**src/design/quantized_glissando_macros.svh**
```systemverilog
// ----------------------------------------------------------------------------
// Quantized glissando assertion macros
// Shorthand for the clocked, reset-qualified checks used in the design.
// ----------------------------------------------------------------------------
`ifndef QUANTIZED_GLISSANDO_MACROS_SVH
`define QUANTIZED_GLISSANDO_MACROS_SVH

// The consequent must hold in the same cycle as the antecedent.
`define QG_ASSERT_IMPLY(label, clk, rst_n, ante, cons, msg) \
    label: assert property (@(posedge clk) disable iff (!rst_n) (ante) |-> (cons)) \
        else $error(msg);

// The consequent must hold in the cycle after the antecedent.
`define QG_ASSERT_NEXT(label, clk, rst_n, ante, cons, msg) \
    label: assert property (@(posedge clk) disable iff (!rst_n) (ante) |=> (cons)) \
        else $error(msg);

`endif

```
**src/design/qg_pkg.sv**
```systemverilog
// ----------------------------------------------------------------------------
// Quantized glissando package
// Field widths, register indexes, command and status types.
// ----------------------------------------------------------------------------
package qg_pkg;

    localparam int MAX_TABLE_DEF = 32;

    localparam int FRAC_W     = 16;
    localparam int SAMPLE_W   = 16;
    localparam int SIZE_W     = 6;
    localparam int GLIDE_W    = 17;
    localparam int WIDX_W     = 5;
    localparam int CFG_IDX_W  = 2;
    localparam int CFG_DATA_W = 17;

    localparam logic [CFG_IDX_W-1:0] CFG_TABLE_SIZE     = 2'd0;
    localparam logic [CFG_IDX_W-1:0] CFG_GLIDE_FRACTION = 2'd1;

    localparam logic FUNC_TICK  = 1'b0;
    localparam logic FUNC_WRITE = 1'b1;

    localparam logic [SIZE_W-1:0]  SIZE_RESET  = 6'd1;
    localparam logic [GLIDE_W-1:0] GLIDE_RESET = 17'd32768;
    localparam logic [FRAC_W-1:0]  START_RESET = 16'h8000;

    localparam int DIV_STEPS = 16;
    localparam int CNT_W     = $clog2(DIV_STEPS);

    typedef enum logic [1:0] {
        MUL_TT  = 2'd0,
        MUL_WT  = 2'd1,
        MUL_MIX = 2'd2
    } mul_sel_t;

    typedef struct packed {
        logic     table_wr;
        logic     capture_tick;
        logic     fetch;
        logic     update;
        logic     compare;
        logic     div_step;
        logic     mul_en;
        mul_sel_t mul_sel;
        logic     load_out;
    } qg_cmd_t;

    typedef struct packed {
        logic is_write;
        logic first_pending;
        logic below_start;
        logic div_last;
        logic out_blocked;
    } qg_status_t;

endpackage

```
**src/design/qg_item_if.sv**
```systemverilog
// ----------------------------------------------------------------------------
// Quantized glissando input channel
// Valid/ready channel carrying one tick or one table write per beat.
// ----------------------------------------------------------------------------
interface qg_item_if;
    logic                              valid;
    logic                              ready;
    logic                              func;
    logic [qg_pkg::FRAC_W-1:0]         value_in;
    logic [qg_pkg::FRAC_W-1:0]         phase;
    logic [qg_pkg::WIDX_W-1:0]         table_index;
    logic signed [qg_pkg::SAMPLE_W-1:0] table_word;

    modport source (
        output valid, func, value_in, phase, table_index, table_word,
        input  ready
    );

    modport sink (
        input  valid, func, value_in, phase, table_index, table_word,
        output ready
    );
endinterface

```
**src/design/qg_result_if.sv**
```systemverilog
// ----------------------------------------------------------------------------
// Quantized glissando result channel
// Valid/ready channel carrying one output sample per beat.
// ----------------------------------------------------------------------------
interface qg_result_if;
    logic                               valid;
    logic                               ready;
    logic signed [qg_pkg::SAMPLE_W-1:0] out_value;

    modport source (
        output valid, out_value,
        input  ready
    );

    modport sink (
        input  valid, out_value,
        output ready
    );
endinterface

```
**src/design/qg_cfg_if.sv**
```systemverilog
// ----------------------------------------------------------------------------
// Quantized glissando configuration channel
// Valid/ready register write channel: register index and write data.
// ----------------------------------------------------------------------------
interface qg_cfg_if;
    logic                          valid;
    logic                          ready;
    logic [qg_pkg::CFG_IDX_W-1:0]  index;
    logic [qg_pkg::CFG_DATA_W-1:0] data;

    modport source (
        output valid, index, data,
        input  ready
    );

    modport sink (
        input  valid, index, data,
        output ready
    );
endinterface

```
**src/design/qg_ctrl.sv**
```systemverilog
// ----------------------------------------------------------------------------
// Quantized glissando controller
// Sequences table fetch, target update, divide, cubing and the final blend.
// ----------------------------------------------------------------------------
`include "quantized_glissando_macros.svh"

module qg_ctrl (
    input  logic               clk,
    input  logic               rst_n,
    input  logic               item_valid,
    output logic               item_ready,
    input  qg_pkg::qg_status_t status,
    output qg_pkg::qg_cmd_t    cmd
);

    typedef enum logic [8:0] {
        S_IDLE   = 9'b000000001,
        S_READ   = 9'b000000010,
        S_UPDATE = 9'b000000100,
        S_CMP    = 9'b000001000,
        S_DIV    = 9'b000010000,
        S_SQ     = 9'b000100000,
        S_CUBE   = 9'b001000000,
        S_MIX    = 9'b010000000,
        S_FINAL  = 9'b100000000
    } state_t;

    state_t state_reg;
    state_t state_next;

    always_ff @(posedge clk or negedge rst_n)
    begin
        if (!rst_n)
        begin
            state_reg <= S_IDLE;
        end
        else
        begin
            state_reg <= state_next;
        end
    end

    always_comb
    begin
        state_next = state_reg;
        cmd        = '0;
        item_ready = 1'b0;
        unique case (state_reg)
            S_IDLE:
            begin
                item_ready = 1'b1;
                if (item_valid)
                begin
                    if (status.is_write)
                    begin
                        cmd.table_wr = 1'b1;
                    end
                    else
                    begin
                        cmd.capture_tick = 1'b1;
                        state_next       = S_READ;
                    end
                end
            end
            S_READ:
            begin
                cmd.fetch  = 1'b1;
                state_next = S_UPDATE;
            end
            S_UPDATE:
            begin
                // The first tick only loads both targets; its weight is zero.
                cmd.update = 1'b1;
                state_next = status.first_pending ? S_MIX : S_CMP;
            end
            S_CMP:
            begin
                cmd.compare = 1'b1;
                state_next  = status.below_start ? S_MIX : S_DIV;
            end
            S_DIV:
            begin
                cmd.div_step = 1'b1;
                if (status.div_last)
                begin
                    state_next = S_SQ;
                end
            end
            S_SQ:
            begin
                cmd.mul_en  = 1'b1;
                cmd.mul_sel = qg_pkg::MUL_TT;
                state_next  = S_CUBE;
            end
            S_CUBE:
            begin
                cmd.mul_en  = 1'b1;
                cmd.mul_sel = qg_pkg::MUL_WT;
                state_next  = S_MIX;
            end
            S_MIX:
            begin
                cmd.mul_en  = 1'b1;
                cmd.mul_sel = qg_pkg::MUL_MIX;
                state_next  = S_FINAL;
            end
            S_FINAL:
            begin
                if (!status.out_blocked)
                begin
                    cmd.load_out = 1'b1;
                    state_next   = S_IDLE;
                end
            end
            default:
            begin
                state_next = S_IDLE;
            end
        endcase
    end

    `QG_ASSERT_NEXT(a_tick_starts_fetch, clk, rst_n, item_valid && item_ready && !status.is_write, state_reg == S_READ, "accepted tick did not start a fetch")
    `QG_ASSERT_NEXT(a_write_stays_idle, clk, rst_n, item_valid && item_ready && status.is_write, state_reg == S_IDLE, "table write left the idle state")
    `QG_ASSERT_NEXT(a_div_exits_to_square, clk, rst_n, state_reg == S_DIV && status.div_last, state_reg == S_SQ, "divider end did not lead to squaring")

endmodule

```
**src/design/qg_dp.sv**
```systemverilog
// ----------------------------------------------------------------------------
// Quantized glissando datapath
// Table memory, target registers, restoring divider, shared multiplier and
// the output register.
// ----------------------------------------------------------------------------
`include "quantized_glissando_macros.svh"

module qg_dp #(
    parameter int MAX_TABLE = qg_pkg::MAX_TABLE_DEF
) (
    input  logic                               clk,
    input  logic                               rst_n,
    input  logic                               item_func,
    input  logic [qg_pkg::FRAC_W-1:0]          item_value_in,
    input  logic [qg_pkg::FRAC_W-1:0]          item_phase,
    input  logic [qg_pkg::WIDX_W-1:0]          item_table_index,
    input  logic signed [qg_pkg::SAMPLE_W-1:0] item_table_word,
    input  logic                               cfg_valid,
    output logic                               cfg_ready,
    input  logic [qg_pkg::CFG_IDX_W-1:0]       cfg_index,
    input  logic [qg_pkg::CFG_DATA_W-1:0]      cfg_data,
    output logic                               result_valid,
    input  logic                               result_ready,
    output logic signed [qg_pkg::SAMPLE_W-1:0] result_value,
    input  qg_pkg::qg_cmd_t                    cmd,
    output qg_pkg::qg_status_t                 status
);

    localparam int IDX_W    = $clog2(MAX_TABLE);
    localparam int SIZE_MAX = (1 << qg_pkg::SIZE_W) - 1;
    localparam int SIZE_CAP = (MAX_TABLE < SIZE_MAX) ? MAX_TABLE : SIZE_MAX;
    localparam int PROD_W   = qg_pkg::FRAC_W + qg_pkg::SIZE_W;

    logic signed [qg_pkg::SAMPLE_W-1:0] mem [MAX_TABLE];

    logic [qg_pkg::SIZE_W-1:0]          size_reg;
    logic [qg_pkg::GLIDE_W-1:0]         glide_reg;
    logic                               first_reg;
    logic [qg_pkg::FRAC_W-1:0]          start_reg;
    logic [qg_pkg::FRAC_W-1:0]          last_phase_reg;
    logic signed [qg_pkg::SAMPLE_W-1:0] prev_reg;
    logic signed [qg_pkg::SAMPLE_W-1:0] next_reg;
    logic                               out_valid_reg;

    logic [qg_pkg::FRAC_W-1:0]          frac_reg;
    logic [qg_pkg::FRAC_W-1:0]          phase_reg;
    logic signed [qg_pkg::SAMPLE_W-1:0] rd_reg;
    logic [qg_pkg::FRAC_W-1:0]          rem_reg;
    logic [qg_pkg::FRAC_W-1:0]          quo_reg;
    logic [qg_pkg::CNT_W-1:0]           cnt_reg;
    logic signed [35:0]                 prod_reg;
    logic signed [qg_pkg::SAMPLE_W-1:0] out_value_reg;

    logic [qg_pkg::SIZE_W-1:0] size_eff;
    logic [PROD_W-1:0]         idx_prod;
    logic [IDX_W-1:0]          rd_addr;
    logic                      wr_in_range;
    logic                      glide_ok;
    logic                      wrap;
    logic                      below_start;
    logic [qg_pkg::FRAC_W:0]   divisor;
    logic [qg_pkg::FRAC_W:0]   rem_ext;
    logic [qg_pkg::FRAC_W:0]   rem_shift;
    logic [qg_pkg::FRAC_W:0]   rem_sub;
    logic                      rem_ge;
    logic signed [16:0]        diff;
    logic signed [17:0]        mul_a;
    logic signed [17:0]        mul_b;
    logic signed [35:0]        mix_sum;

    // Effective size: zero acts as one, anything past the table as its depth.
    always_comb
    begin
        priority if (size_reg == '0)
        begin
            size_eff = qg_pkg::SIZE_W'(1);
        end
        else if (size_reg > qg_pkg::SIZE_W'(SIZE_CAP))
        begin
            size_eff = qg_pkg::SIZE_W'(SIZE_CAP);
        end
        else
        begin
            size_eff = size_reg;
        end
    end

    // The scaled index is always below the size, so no clamp is needed.
    assign idx_prod    = PROD_W'(frac_reg) * PROD_W'(size_eff);
    assign rd_addr     = IDX_W'(idx_prod[PROD_W-1:qg_pkg::FRAC_W]);
    assign wr_in_range = 32'(item_table_index) < MAX_TABLE;

    assign glide_ok    = !glide_reg[qg_pkg::FRAC_W] && (glide_reg[qg_pkg::FRAC_W-1:0] != '0);
    assign wrap        = phase_reg < last_phase_reg;
    assign below_start = phase_reg < start_reg;

    assign divisor   = 17'h10000 - {1'b0, start_reg};
    assign rem_ext   = {1'b0, rem_reg};
    assign rem_shift = {rem_reg, 1'b0};
    assign rem_ge    = rem_shift >= divisor;
    assign rem_sub   = rem_shift - divisor;

    assign diff = $signed({next_reg[15], next_reg}) - $signed({prev_reg[15], prev_reg});

    always_comb
    begin
        unique case (cmd.mul_sel)
            qg_pkg::MUL_TT:
            begin
                mul_a = $signed({2'b00, quo_reg});
                mul_b = $signed({2'b00, quo_reg});
            end
            qg_pkg::MUL_WT:
            begin
                mul_a = $signed({2'b00, prod_reg[31:16]});
                mul_b = $signed({2'b00, quo_reg});
            end
            qg_pkg::MUL_MIX:
            begin
                mul_a = $signed({2'b00, prod_reg[31:16]});
                mul_b = {diff[16], diff};
            end
            default:
            begin
                mul_a = '0;
                mul_b = '0;
            end
        endcase
    end

    // prev * 2^16 + w * (next - prev), rounded half up.
    assign mix_sum = $signed({{4{prev_reg[15]}}, prev_reg, 16'h0000}) + prod_reg
                     + 36'sd32768;

    always_ff @(posedge clk)
    begin
        if (cmd.table_wr && wr_in_range)
        begin
            mem[IDX_W'(item_table_index)] <= item_table_word;
        end
        if (cmd.fetch)
        begin
            rd_reg <= mem[rd_addr];
        end
    end

    always_ff @(posedge clk or negedge rst_n)
    begin
        if (!rst_n)
        begin
            size_reg       <= qg_pkg::SIZE_RESET;
            glide_reg      <= qg_pkg::GLIDE_RESET;
            first_reg      <= 1'b1;
            start_reg      <= qg_pkg::START_RESET;
            last_phase_reg <= '0;
            prev_reg       <= '0;
            next_reg       <= '0;
            out_valid_reg  <= 1'b0;
        end
        else
        begin
            if (cfg_valid)
            begin
                unique case (cfg_index)
                    qg_pkg::CFG_TABLE_SIZE:
                    begin
                        size_reg <= cfg_data[qg_pkg::SIZE_W-1:0];
                    end
                    qg_pkg::CFG_GLIDE_FRACTION:
                    begin
                        glide_reg <= cfg_data;
                    end
                    default:
                    begin
                    end
                endcase
            end
            if (cmd.update)
            begin
                last_phase_reg <= phase_reg;
                if (first_reg)
                begin
                    first_reg <= 1'b0;
                    prev_reg  <= rd_reg;
                    next_reg  <= rd_reg;
                end
                else if (wrap)
                begin
                    prev_reg <= next_reg;
                    next_reg <= rd_reg;
                end
                if ((first_reg || wrap) && glide_ok)
                begin
                    start_reg <= glide_reg[qg_pkg::FRAC_W-1:0];
                end
            end
            if (cmd.load_out)
            begin
                out_valid_reg <= 1'b1;
            end
            else if (result_ready)
            begin
                out_valid_reg <= 1'b0;
            end
        end
    end

    always_ff @(posedge clk)
    begin
        if (cmd.capture_tick)
        begin
            frac_reg  <= item_value_in;
            phase_reg <= item_phase;
        end
        if (cmd.update && first_reg)
        begin
            prod_reg <= '0;
        end
        if (cmd.compare)
        begin
            if (below_start)
            begin
                prod_reg <= '0;
            end
            rem_reg <= phase_reg - start_reg;
            quo_reg <= '0;
            cnt_reg <= '0;
        end
        if (cmd.div_step)
        begin
            rem_reg <= rem_ge ? rem_sub[qg_pkg::FRAC_W-1:0] : rem_shift[qg_pkg::FRAC_W-1:0];
            quo_reg <= {quo_reg[qg_pkg::FRAC_W-2:0], rem_ge};
            cnt_reg <= cnt_reg + 1'b1;
        end
        if (cmd.mul_en)
        begin
            prod_reg <= 36'(mul_a) * 36'(mul_b);
        end
        if (cmd.load_out)
        begin
            out_value_reg <= mix_sum[31:16];
        end
    end

    assign cfg_ready    = 1'b1;
    assign result_valid = out_valid_reg;
    assign result_value = out_value_reg;

    assign status.is_write      = item_func == qg_pkg::FUNC_WRITE;
    assign status.first_pending = first_reg;
    assign status.below_start   = below_start;
    assign status.div_last      = cnt_reg == qg_pkg::CNT_W'(qg_pkg::DIV_STEPS - 1);
    assign status.out_blocked   = out_valid_reg && !result_ready;

    `QG_ASSERT_IMPLY(a_start_nonzero, clk, rst_n, 1'b1, start_reg != '0, "glide start latched as zero")
    `QG_ASSERT_IMPLY(a_rem_below_divisor, clk, rst_n, cmd.div_step, rem_ext < divisor, "divider remainder reached the divisor")

endmodule

```
**src/design/quantized_glissando.sv**
```systemverilog
// ----------------------------------------------------------------------------
// Quantized glissando
// Table-driven stepped value that glides to its next step along t^3.
// ----------------------------------------------------------------------------
// Usage:
// The item channel carries one beat per tick or per table write. A write beat
// (func high) stores table_word at table_index and gives no result; it is
// taken in the idle state, which the block keeps. A tick beat gives exactly
// one beat on the result channel. The cfg channel writes table_size (index 0)
// and glide_fraction (index 1); it is always ready. The user must write it only
// while the block is idle, which the block itself does not enforce. The first
// tick after reset only loads the targets; a tick whose phase is below the
// glide start skips the divide; a gliding tick runs the 16-step restoring
// divider for (phase - start) / (1 - start). A new beat is taken in the cycle
// the result appears. Reset clears the targets, the last phase and the result
// valid flag and arms the first-tick load; table contents stay undefined until
// written. If the receiver stalls, the finished result waits in the output
// register; the next tick is still accepted and runs until its own result
// would overwrite it, then holds there until the pending beat is taken.
// ----------------------------------------------------------------------------
module quantized_glissando #(
    parameter int MAX_TABLE = qg_pkg::MAX_TABLE_DEF
) (
    input  logic               clk,
    input  logic               rst_n,
    qg_item_if.sink            item,
    qg_result_if.source        result,
    qg_cfg_if.sink             cfg
);

    // Commands from the controller and status back from the datapath.
    qg_pkg::qg_cmd_t    cmd;
    qg_pkg::qg_status_t status;

    qg_ctrl u_ctrl (
        .clk        (clk),
        .rst_n      (rst_n),
        .item_valid (item.valid),
        .item_ready (item.ready),
        .status     (status),
        .cmd        (cmd)
    );

    qg_dp #(
        .MAX_TABLE (MAX_TABLE)
    ) u_dp (
        .clk              (clk),
        .rst_n            (rst_n),
        .item_func        (item.func),
        .item_value_in    (item.value_in),
        .item_phase       (item.phase),
        .item_table_index (item.table_index),
        .item_table_word  (item.table_word),
        .cfg_valid        (cfg.valid),
        .cfg_ready        (cfg.ready),
        .cfg_index        (cfg.index),
        .cfg_data         (cfg.data),
        .result_valid     (result.valid),
        .result_ready     (result.ready),
        .result_value     (result.out_value),
        .cmd              (cmd),
        .status           (status)
    );

endmodule
```
**src/flat_wrapper.sv**
```systemverilog
// flat-port wrapper written by rule: the top's interface ports become plain ports
module quantized_glissando_flat 
#(
    parameter int MAX_TABLE = qg_pkg::MAX_TABLE_DEF
)
  (clk, rst_n, item_valid, item_func, item_value_in, item_phase, item_table_index, item_table_word, item_ready, result_valid, result_out_value, result_ready, cfg_valid, cfg_index, cfg_data, cfg_ready);
  qg_item_if item_i ();
  qg_result_if result_i ();
  qg_cfg_if cfg_i ();
  input  logic clk;
  input  logic rst_n;
  input wire logic [$bits(item_i.valid)-1:0] item_valid;
  input wire logic [$bits(item_i.func)-1:0] item_func;
  input wire logic [$bits(item_i.value_in)-1:0] item_value_in;
  input wire logic [$bits(item_i.phase)-1:0] item_phase;
  input wire logic [$bits(item_i.table_index)-1:0] item_table_index;
  input wire logic [$bits(item_i.table_word)-1:0] item_table_word;
  output wire logic [$bits(item_i.ready)-1:0] item_ready;
  output wire logic [$bits(result_i.valid)-1:0] result_valid;
  output wire logic [$bits(result_i.out_value)-1:0] result_out_value;
  input wire logic [$bits(result_i.ready)-1:0] result_ready;
  input wire logic [$bits(cfg_i.valid)-1:0] cfg_valid;
  input wire logic [$bits(cfg_i.index)-1:0] cfg_index;
  input wire logic [$bits(cfg_i.data)-1:0] cfg_data;
  output wire logic [$bits(cfg_i.ready)-1:0] cfg_ready;
  assign item_i.valid = item_valid;
  assign item_i.func = item_func;
  assign item_i.value_in = item_value_in;
  assign item_i.phase = item_phase;
  assign item_i.table_index = item_table_index;
  assign item_i.table_word = item_table_word;
  assign item_ready = item_i.ready;
  assign result_valid = result_i.valid;
  assign result_out_value = result_i.out_value;
  assign result_i.ready = result_ready;
  assign cfg_i.valid = cfg_valid;
  assign cfg_i.index = cfg_index;
  assign cfg_i.data = cfg_data;
  assign cfg_ready = cfg_i.ready;
  quantized_glissando #(.MAX_TABLE(MAX_TABLE)) u_core (.clk(clk), .rst_n(rst_n), .item(item_i), .result(result_i), .cfg(cfg_i));
endmodule
```
**config.mk**
```make
export PLATFORM = sky130hd
export DESIGN_NAME = quantized_glissando_flat
export DESIGN_NICKNAME = d
export VERILOG_FILES = /design/src/design/qg_pkg.sv /design/src/design/qg_item_if.sv /design/src/design/qg_result_if.sv /design/src/design/qg_cfg_if.sv /design/src/design/qg_ctrl.sv /design/src/design/qg_dp.sv /design/src/design/quantized_glissando.sv /design/src/flat_wrapper.sv
export VERILOG_INCLUDE_DIRS = /design/src /design/src/design
export SDC_FILE = /design/constraint.sdc
export NUM_CORES = 2
export LEC_CHECK = 0
export BUFFER_PORTS_ARGS = -buffer_cell sky130_fd_sc_hd__buf_2
export CORE_ASPECT_RATIO = 1.4
export CORE_UTILIZATION = 50
export DETAILED_ROUTE_END_ITERATION = 12
export GPL_ROUTABILITY_DRIVEN = 1
export PLACE_DENSITY = 0.74
export SETUP_SLACK_MARGIN = 0.05
export SYNTH_ARGS = -nofsm -noshare
export SYNTH_HDL_FRONTEND = slang
export SYNTH_SLANG_ARGS = --single-unit
```
**constraint.sdc**
```tcl
create_clock -name clk -period 12.05 [get_ports clk]
set_input_delay 1.205 -clock clk [delete_from_list [all_inputs] [get_ports clk]]
set_output_delay 1.205 -clock clk [all_outputs]
set_load 0.01 [all_outputs]
```
# Word level (Yosys, flattened, before mapping)
# Memory sizes are Yosys's and may differ from the RTL's. A register that Yosys moved wholly into a read port is not among the register bits.
# Cells that the tools add are included.
# word_totals
ff_bits	218
ramBits	512
word_cells	110
mem_count	1
# classes
add_sub_neg	7
n_mul	2
order_cmp	4
n_eq_ne	17
n_mux	42
reduce_logical	21
# memory_table
memory	depth	word_bits	rd	rd_ports_with_merged_regs	write_ports	line_no	text
u_core.u_dp.mem	32	16	1	1	1	qg_dp.sv:34	logic signed [qg_pkg::SAMPLE_W-1:0] mem [MAX_TABLE];
# ops
op	count
two-way mux 16 bit	9
two-way mux 36 bit	4
one-hot mux 9 bit (9 select lines)	1
two-way mux 9 bit	4
one-hot mux 18 bit (2 select lines)	1
multiplier 17 x 18 -> 35 bit	1
adder 32 x 17 -> 32 bit (second input constant)	1
adder 32 bit	1
less-than comparator 16 bit	2
one-hot mux 16 bit (2 select lines)	1
subtractor 16 bit	2
multiplier 16 x 6 -> 21 bit	1
>= comparator 17 bit	1
subtractor 16 x 16 -> 17 bit	1
subtractor 17 x 16 -> 17 bit (first input constant)	1
two-way mux 8 bit	2
nonzero test 16 bit	1
two-way mux 1 bit	13
two-way mux 6 bit	2
== test 9 x 1 -> 1 bit (second input constant)	1
== test 9 x 2 -> 1 bit (second input constant)	1
== test 9 x 3 -> 1 bit (second input constant)	1
== test 9 x 4 -> 1 bit (second input constant)	1
== test 9 x 5 -> 1 bit (second input constant)	1
other kinds (23)	39

# Longest topological paths before layout
# logic_depth
depth_word	7
ltp_mapped	34
depth_no_buf	34

# Cells and area by module
# Synthesis repeated with hierarchy kept, for this count alone.
# unflattened
hier_cells	3353
area_unflattened_um2	43290.3
# by_module_without_submodules
module	n_inst	cells_per_inst	area_per_inst_um2	seq_area_each_um2
qg_dp	1	3290	42704.7	20950.1
qg_ctrl	1	63	585.6	226.5

# Worst setup path before layout
# OpenSTA, ideal clock, no wires.
# synth_timing
path_kind	reg2reg
start	register u_core.u_ctrl.state_reg[2]
end	register u_core.u_dp.prod_reg[31]
setup_time_ps	125
t_arrival_ps	8134
required_time_ps	11925
path_slack_ps	3791
stages_incl_launch_ff	32
n_path_buf	3
synth_period_minus_slack_ps	8259
path_cell_list	dfrtp_1 nor3_1 nand3_1 or3b_2 ha_1 clkbuf_1 buf_1 a22oi_1 or2_2 clkbuf_1 nor2_1 fa_1 inv_1 fa_1 inv_1 fa_1 fa_1 fa_1 inv_1 fa_1 inv_1 ha_1 a21o_1 a21o_1 a21o_1 a21o_1 o21ai_0 o21ai_0 o41ai_1 xnor2_1 xnor2_1 o2bb2ai_1
# synth_between
elab_chain_len	7
word_cells_on_any_way	21
# synth_rtl
item	line_no	text
from (decl)	qg_ctrl.sv:28	state_t state_reg;
from (signal assigned)	qg_ctrl.sv:39	state_reg <= state_next;
== test 9 x 8 -> 1 bit (tied with other cells)	qg_ctrl.sv:48	unique case (state_reg)
one-hot mux 3 bit (3 select lines) or two-way mux 1 bit (tied branches)	qg_ctrl.sv:48	
== test 2 bit (tied with other cells)	qg_dp.sv:107	unique case (cmd.mul_sel)
OR reduction 2 bit (no line) or two-way mux 36 bit (tied branches)	-	
one-hot mux 16 bit (2 select lines) (tied with other cells)	qg_dp.sv:107	
multiplier 17 x 18 -> 35 bit or two-way mux 36 bit (tied branches)	qg_dp.sv:237, qg_dp.sv:219	
two-way mux 36 bit *	qg_dp.sv:235	if (cmd.mul_en)
to (signal assigned)	qg_dp.sv:237	prod_reg <= 36'(mul_a) * 36'(mul_b);
to (decl)	qg_dp.sv:51	logic signed [35:0] prod_reg;
# Mark *: on every way between the ends. The rest lies on a longest branch, timed or not.
# A chain may end at the register's enable or synchronous reset.

# Worst setup path after layout
# Ends and elaborated chain as after synthesis.

==> impl_metrics.ini <==
[yosys]
synth_area_leaders = edfxtp_1 37%, fa_1 13%, a221oi_1 5.1%
synth-edff-count = 612
syn-num-nets = 5076
synth_area_leader_cell = edfxtp_1
synth-main-ff-cell = edfxtp_1
synth_async_sr_flop_share_pct = 13.5
syn_area_per_cell_um2 = 11.0
ys_types = 89
synthTopCellsByCount = 612 x edfxtp_1, 475 x inv_1, 464 x nand2_1, 323 x fa_1, 287 x a221oi_1
synth_most_common_cell = edfxtp_1
syn_area_um2 = 49400
ys_ff_latch = 727
syn_inst = 4486
synth_seq_area_share_pct = 42.9
yosysWarningCount = 0
synth_top_area_share_pct = 37.2

[clock_network]
root_buffer = clkbuf_16
path_clk_slew_ps = 60
hold_buffers = 0
cts_buffers = 78
cts_tree = done
clockBufferDepth = 3
htreeDepth = 3
cts_resized = 0
cts_setup_buffers = 0
insertion_delay_ps = 660
clock-sinks = 727

[sta]
min_period_ps = 9970
relSlewSlack_pct = 11.9
rsz0062_at_grt = no
worst_slew_pin_slew_ps = 1320
slew_violations = 0
fin_skew_ps = 23.9
hold_violations = 0
hold_ws_ps = 408
tns_ps = 0
clock.fmax_mhz = 100
finalSetupViolations = 0
period_share_pct = 82.7

[floorplan]
die_h_um = 374
die_w_um = 268
core_um2 = 98000
start_util_pct = 50.4
die_area_um2 = 100000
io_pins = 97
rows = 136

[global_routing]
antenna_found_initial = 3
grt_use_total_pct = 26.9
grt_max_degree = 231
grt_pass1_wl_um = 210000
first_global_vias = 37600
grt_overflow = 0

[pwr]
power_leakage_nw = 21.0
powerDensity_nw_per_um2 = 267
vdd_drop_max_mv = 0.744

[layout]
multiInputGateArea_um2 = 25300
design_area_um2 = 53500
syn_to_final_growth_pct = 8.44
largest_reg_flops = 512
seq_area_um2 = 21200
layout.nets = 5028
fillers = 8341
drive_gt1_share_pct = 9.30

[setup_path]
path_class = reg -> reg
critPathArrivalTime_ps = 10510
crit_top_cell = fa_1
crit_slowest_cell = a22oi_1
critPathMaxStageDelay_ps = 1100
start_kind = register
worst-path-buf-inv = 4
r2r_cells = 27
path_depth = 27
endpoint_kind = register
cp_data_required_time_ps = 12590
critPathMaxFanout = 30
critPathTopFamily = adder cells

[routing]
ant_nets = 0
drt_wl_total_um = 134000
viasPerCell = 6.50
vias = 37800
dr.pass1.iters = 6
drc = 0
drt_iter0_markers = 4278
avgRoutedWirePerCell_um = 23.1

[hold_path]
hp-class = in -> async

[placement]
io_buffer_count = 95
dp_hpwl_um = 87200
placed_area_um2 = 51000
gp_congestion = 0.930

[outcome]
status = finished, final reports clean

[job]
max_cap_viol_count = 0
-- worst paths after layout --
check	startpoint	endpoint	slack, ps
max	u_core.u_ctrl.state_reg[2]	u_core.u_dp.prod_reg[31]	2080
min	rst_n	u_core.u_dp.glide_reg[9]	410
max reg2reg	u_core.u_ctrl.state_reg[2]	u_core.u_dp.prod_reg[31]	2080
min reg2reg	u_core.u_dp.last_phase_reg[0]	u_core.u_dp.last_phase_reg[0]	480
max in group asynchronous	rst_n	u_core.u_dp.next_reg[15]	10300
min in group clk	u_core.u_dp.last_phase_reg[0]	u_core.u_dp.last_phase_reg[0]	480
-- cells in the final DEF, fill, tap and decap left out, types with 16 or more instances in the layout --
master,count
a22o_1,61
a22oi_1,44
nor3_1,34
a211oi_1,37
buf_4,76
nand2_1,464
dfxtp_1,17
ha_1,188
nor2b_1,16
a211o_1,36
edfxtp_1,612
o21a_1,28
or2_2,19
and2_1,39
a31oi_1,22
inv_1,475
o22ai_1,44
a21oi_1,231
clkbuf_1,17
xnor2_1,75
fa_1,323
mux2_2,43
a32oi_1,17
a21o_1,36
clkbuf_16,79
nand3_1,62
nand2b_1,17
a221oi_1,287
mux4_2,23
dfrtp_1,93
o21ai_0,141
buf_2,94
nor2_1,247
xor2_1,27
a221o_1,239
-- layout make-up --
cell class / count / share of cell area, %
antenna: 1 / 0.00467
clock buffer: 101 / 3.94
clock inverter: 44 / 0.748
inverter: 477 / 3.35
multi-input combinational: 2978 / 47.2
sequential: 727 / 39.6
tap: 1311 / 3.06
timing repair buffer: 176 / 2.17
-- cells by family after synthesis --
logic type	count (synthesis)	share of synthesized area (%)
AO/OA/AOI/OAI	1301	20.1
XOR/XNOR	104	1.86
adder cells (fa/ha/maj)	512	17.9
buffers and inverters	781	6.23
flip-flops	727	42.9
multiplexers	81	2.36
other	1	0.00760
AND/OR/NAND/NOR	979	8.70
-- report_power, final --
part           switching, mW  internal, mW
logic                   5.64          3.22
clock network           1.04          1.34
registers              0.139          2.94
total                   6.82          7.50
-- stage by stage --
step	cells	worst slack [ps]	power [mW]	util, %
after floorplan	4486	3790	9.61	-
after global placement	5669	2430	11.7	52.1
after detailed placement	5669	2300	11.8	52.1
after CTS	5814	2260	14.2	54.6
after global routing	5815	1550	15.2	54.6
final	5815	2080	14.3	54.6
-- metal layers --
metal	part of all wire [%]	up-vias	global-route usage (%)
met5	0.020	-	0
met4	6.0	4	15.7
met3	7.1	427	3.36
met2	51	1871	46.6
met1	36	18900	32.0
li1	-	16600	-
No activity file was read; power rests on OpenSTA's default activity.
